==> config.mk <==
export PLATFORM = sky130hd
export DESIGN_NAME = clpm_link_store
export DESIGN_NICKNAME = d
export VERILOG_FILES = /design/src/rtl/clpm_link_store.sv
export SDC_FILE = /design/constraint.sdc
export NUM_CORES = 2
export LEC_CHECK = 0
export ABC_AREA = 1
export BUFFER_PORTS_ARGS = -buffer_cell sky130_fd_sc_hd__buf_2
export CORE_ASPECT_RATIO = 2
export CORE_UTILIZATION = 40
export CTS_BUF_LIST = sky130_fd_sc_hd__clkbuf_16
export CTS_CLUSTER_SIZE = 12
export DETAILED_ROUTE_END_ITERATION = 16
export SYNTH_ARGS = -nofsm -noshare
export SYNTH_HDL_FRONTEND = slang
export SYNTH_SLANG_ARGS = --single-unit
==> constraint.sdc <==
create_clock -name clk_i -period 1.85 [get_ports clk_i]
set_input_delay 0.185 -clock clk_i [delete_from_list [all_inputs] [get_ports clk_i]]
set_output_delay 0.185 -clock clk_i [all_outputs]
set_load 0.05 [all_outputs]
==> src/rtl/clpm_link_store.sv <==
`timescale 1ns / 1ps
// node link memory: one write and one registered read port
// nodes below the fresh watermark read as the initial descending free chain

module clpm_link_store #(
  parameter int unsigned NODES = 256,
  localparam int unsigned IDX_W = $clog2(NODES),
  localparam int unsigned LINK_W = $clog2(NODES + 1)
) (
  input  logic              clk_i,
  input  logic              we_i,
  input  logic [IDX_W-1:0]  waddr_i,
  input  logic [LINK_W-1:0] wdata_i,
  input  logic              re_i,
  input  logic [IDX_W-1:0]  raddr_i,
  input  logic [LINK_W-1:0] fresh_i,
  output logic [LINK_W-1:0] rdata_o
);

  localparam logic [LINK_W-1:0] NULL_LINK = LINK_W'(NODES);

  logic [LINK_W-1:0] mem [NODES];
  logic [LINK_W-1:0] rdata_q;
  logic [IDX_W-1:0]  raddr_q;
  logic              fresh_hit_q;

  always_ff @(posedge clk_i) begin
    if (we_i) begin
      mem[waddr_i] <= wdata_i;
    end
    if (re_i) begin
      rdata_q     <= mem[raddr_i];
      raddr_q     <= raddr_i;
      fresh_hit_q <= LINK_W'(raddr_i) < fresh_i;
    end
  end

  // untouched node: link to the next lower node, node 0 ends the chain
  always_comb begin
    if (!fresh_hit_q) begin
      rdata_o = rdata_q;
    end else if (raddr_q == '0) begin
      rdata_o = NULL_LINK;
    end else begin
      rdata_o = LINK_W'(raddr_q) - LINK_W'(1);
    end
  end

endmodule

* Word-level counts from Yosys, hierarchy flattened *
Memories as Yosys holds them, arrays and structs flattened. A register that Yosys moved wholly into a read port is not among the register bits.
Index checks and enable logic that the tools add are counted.

cells by class
  add/sub/neg operators = 1
  multiply operators = 0
  div/mod/pow operators = 0
  $lt $le $gt $ge = 1
  equality and inequality tests = 0
  shift operators = 0
  mux-type cells = 4
  bitwise gates (word level) = 0
  reduce and logical (&&, ||, !) cells = 1

operator list
  kind                 count
  $mux 9               2
  $lt 8x9->1           1
  $sub 8x1->9 const B  1
  $logic_not 8->1      1
  $mux 1               2

word-level totals
  register bits = 9
  latch bits = 0
  memory bits (writable) = 2304
  bits in read-only memories = 0
  input bits = 37
  output and inout bits = 9
  memories = 1

memory list
  name  depth  width  rd ports  clocked after Yosys merged registers in  wr ports  line  source
  mem   256    9      1         1                                        1         22    logic [LINK_W-1:0] mem [NODES];

* Longest topological paths before layout *
  word-level depth = 3
  gate-level depth with buffers = 15

* Worst setup path after synthesis *
OpenSTA, ideal clock, no wires.

  path kind = reg2out
  start point = register raddr_q[0]
  end point = output rdata_o[7]
  data arrival time = 2.083 ns
  data required time = 1.665 ns
  slack = -0.418 ns
  cell stages (with the launch flop) = 8
  path buffers = 0
  cell sequence = edfxtp_1 -> inv_1 -> ha_1 -> nand3_1 -> nor3_1 -> nor2_1 -> inv_1 -> o21ai_0

between the ends
  word-level cells in the longest chain between the ends = 3
  elaborated cells on any way between the ends = 4
  those cells by class = add/sub (1); mux (2); reduce/logical (1)

ends and longest elaborated chain
  item                                                   line    source
  start, declared                                        24      logic [IDX_W-1:0] raddr_q;
  start signal, assigned                                 33      raddr_q <= raddr_i;
  $sub 8x1->9 / $logic_not 8->1 (equally long branches)  45, 42
  $mux 9 (*)                                             42      end else if (raddr_q == '0) begin
  $mux 9 (*)                                             40      if (!fresh_hit_q) begin
  end, declared                                          17      output logic [LINK_W-1:0] rdata_o

Every way passes the cells marked *; elsewhere a longest branch is shown, timed or not.

* Final worst setup path *
  start point = register raddr_q[0]
  end point = output rdata_o[0]

Same word-level chain as after synthesis.

==> results_dict.tcl <==
set metrics [dict create \
    status "finished, violations left" \
    violations "setup timing" \
    synth_area_leaders "edfxtp_1 74%, nand3_1 12%, nand2_1 9.5%" \
    hold_violations 0 \
    ys_seq_elements 2322 \
    grt_pass1_vias 62926 \
    min_period_over_period_pct 129.6 \
    clock.fmax_mhz 417.1 \
    ant_nets 0 \
    drcViolationCount 0 \
    ios 46 \
    cts_buffer_depth 4 \
    stdcell_count 11473 \
    top_layer "met5" \
    critPathCaptureType "output port" \
    power_density_nw_per_um2 955.8 \
    whs_endpoint "raddr_q[0]" \
    fp.dieH_um 688.4 \
    grt_use_total_pct 23.83 \
    clock_skew_ns 0.04388 \
    rrSetupSlack_ns 0.03 \
    start_util_pct 40.27 \
    crit_type "flip-flop to output port" \
    post-place-ws_ns -0.8325 \
    synth_cell_types 22 \
    hold_depth 3 \
    yosysTopAreaCell "edfxtp_1" \
    slew_headroom_pct 55.93 \
    synth.top_cells.by_count "2396 x nand2_1, 2322 x edfxtp_1, 2275 x nand3_1, 328 x buf_2, 290 x nor2_1" \
    reg2reg_to "rdata_q[6]" \
    irDropWorstVdd_mv 0.7423 \
    grt_pass1_wl_mm 416.8 \
    hold_class "input pin to flip-flop" \
    grt-ovfl-total 0 \
    setup_viol 9 \
    hpwlAfterDp_mm 190.3 \
    gp_congestion 0.9651 \
    syn_nets 7945 \
    p_leak_nw 39.34 \
    drv_slew 0 \
    required_ns 1.66 \
    wl_met1_mm 98.07 \
    clock_latency_ns 0.86 \
    drtIter0Drc 6051 \
    core_um2 234000 \
    fin_ws_ns -0.5472 \
    worst_slew_pin_slew_ns 0.6610 \
    n_fill_cell 20447 \
    crit_buf_inv 3 \
    layout_min_cycle_time_ns 2.397 \
    area_growth_pct 17.25 \
    wl_met3_mm 15.98 \
    placed_area_um2 103700 \
    fin_area_um2 110500 \
    cp-start-kind "flip-flop" \
    root_buffer "clkbuf_16" \
    die_w_um 345.2 \
    final_core_util_pct 47.22 \
    cap_violations 0 \
    async_flop_share_pct 0 \
    holdWs_ns 0.07695 \
    core.rowCount 251 \
    syn_area_um2 94230 \
    cp_common_cell "inv_2" \
    tns_ns -4.542 \
    cpMaxStageDelayCell "edfxtp_1" \
    grt_max_degree 79 \
    cts_inserted_buffers 220 \
    rsz0062_at_grt "true" \
    crit_fanout 8 \
    dp_cells 11209 \
    final-seq-area_um2 69730 \
    worstRegToRegCells 11 \
    slowest_delay_ns 0.36 \
    ys.flop_type "edfxtp_1" \
    fin_nets 8460 \
    wl_mm 287.1 \
    cp.arrival_ns 2.21 \
    p_total_mw 105.6 \
    antenna_found_initial 13 \
    avgSynthCellArea_um2 11.93 \
    r2r_start "mem[7][6]" \
    synth-warning-count 0 \
    critPathTopFamily "buffers and inverters" \
    yosysMostFrequentCell "nand2_1" \
    hp-start "raddr_i[0]" \
    h-tree-depth 4 \
    dieArea_um2 237600 \
    via_count 63532 \
    synth_cells 7900 \
    multi_input_area_um2 22560 \
    vias_per_cell 5.538 \
    cts_tree "built" \
    io_buffers 45 \
    synth_edf_count 2322 \
    wl_per_cell_um 25.02 \
    clkTransAtPathRegs_ns 0.06 \
    wl_met2_mm 150.9 \
    path_cells "inv_2, ha_4, nand3_4, nor3_2, nor2_1, inv_2, o21ai_1, buf_6" \
    drive_gt1_share_pct 14.32 \
    clock_sinks 2322 \
    synth_top_area_share_pct 74.00 \
    drt_pass1_iterations 6 \
    yosysSeqAreaShare_pct 74.00 \
]
## registers in the layout, summed over array words and instances, names as in the netlist
| register | cells |
|---|---|
| mem | 2304 |
| rdata_q | 9 |
| raddr_q | 8 |
| fresh_hit_q | 1 |
## routing by layer
layer,up-vias,track usage (%)
li1,28909,-
met4,8,17.05
met1,31392,25.57
met3,770,2.652
met5,-,0
met2,2453,43.47
## repair_timing
action	in CTS	in global routing
pin swaps	2	22
setup endpoints to repair	18	18
resized for setup	88	112
hold buffers	16	0
setup buffers	3	1
endpoints found under the hold margin	1420	0
## tightest hold or removal path, delay by kind of cell
family | cells | cell delay [ns]
buf+inv | 3 | 0.53
## logic make-up (layout without fill, tap and decap cells)
family,Yosys count,count (layout),share of synthesized area (%)
DFF,2322,2322,74.00
buffers and inverters,587,1117,2.961
xor gates and xnor gates,6,6,0.05577
and+or+nand+nor,4963,4963,22.79
adders and majority gates,8,8,0.1062
AOI/OAI and AO/OA,14,14,0.08232
other,0,7,0
## cell type report
class | count | area share, %
Sequential cell | 2322 | 63.12
Multi-Input combinational cell | 4991 | 20.42
Timing Repair Buffer | 829 | 7.665
Clock buffer | 224 | 5.074
Tap cell | 3036 | 3.438
Inverter | 51 | 0.2141
Clock inverter | 13 | 0.05663
Antenna cell | 7 | 0.01586
## cell usage in the layout (no fill, tap or decap), drive strengths merged, types with 8 or more instances in the layout
cell type    instances
nand2             2396
edfxtp            2322
nand3             2275
buf                813
nor2               290
clkbuf             224
inv                 54
dlygate4sd3         16
clkinv              10
o21ai                9
ha                   8
## power by group
| group | internal [mW] | leakage [nW] | switching, mW |
|---|---|---|---|
| combinational | 2.54 | 15.6 | 5.80 |
| clock | 21.2 | 2.81 | 18.0 |
| sequential | 58.0 | 20.9 | 0.0566 |
| total | 81.7 | 39.3 | 23.9 |
## worst max path at each step
stage	endpoint	slack, ns	cells past startpoint	from
floorplan	rdata_o[7]	-0.07	7	raddr_q[0]
global placement	rdata_q[4]	-0.82	14	raddr_i[0]
detailed placement	rdata_q[5]	-0.83	14	raddr_i[1]
CTS	rdata_o[0]	-0.59	8	raddr_q[0]
global route	rdata_o[7]	-0.66	6	raddr_q[2]
finish	rdata_o[0]	-0.55	8	raddr_q[0]
No activity file was read; power rests on OpenSTA's default activity.
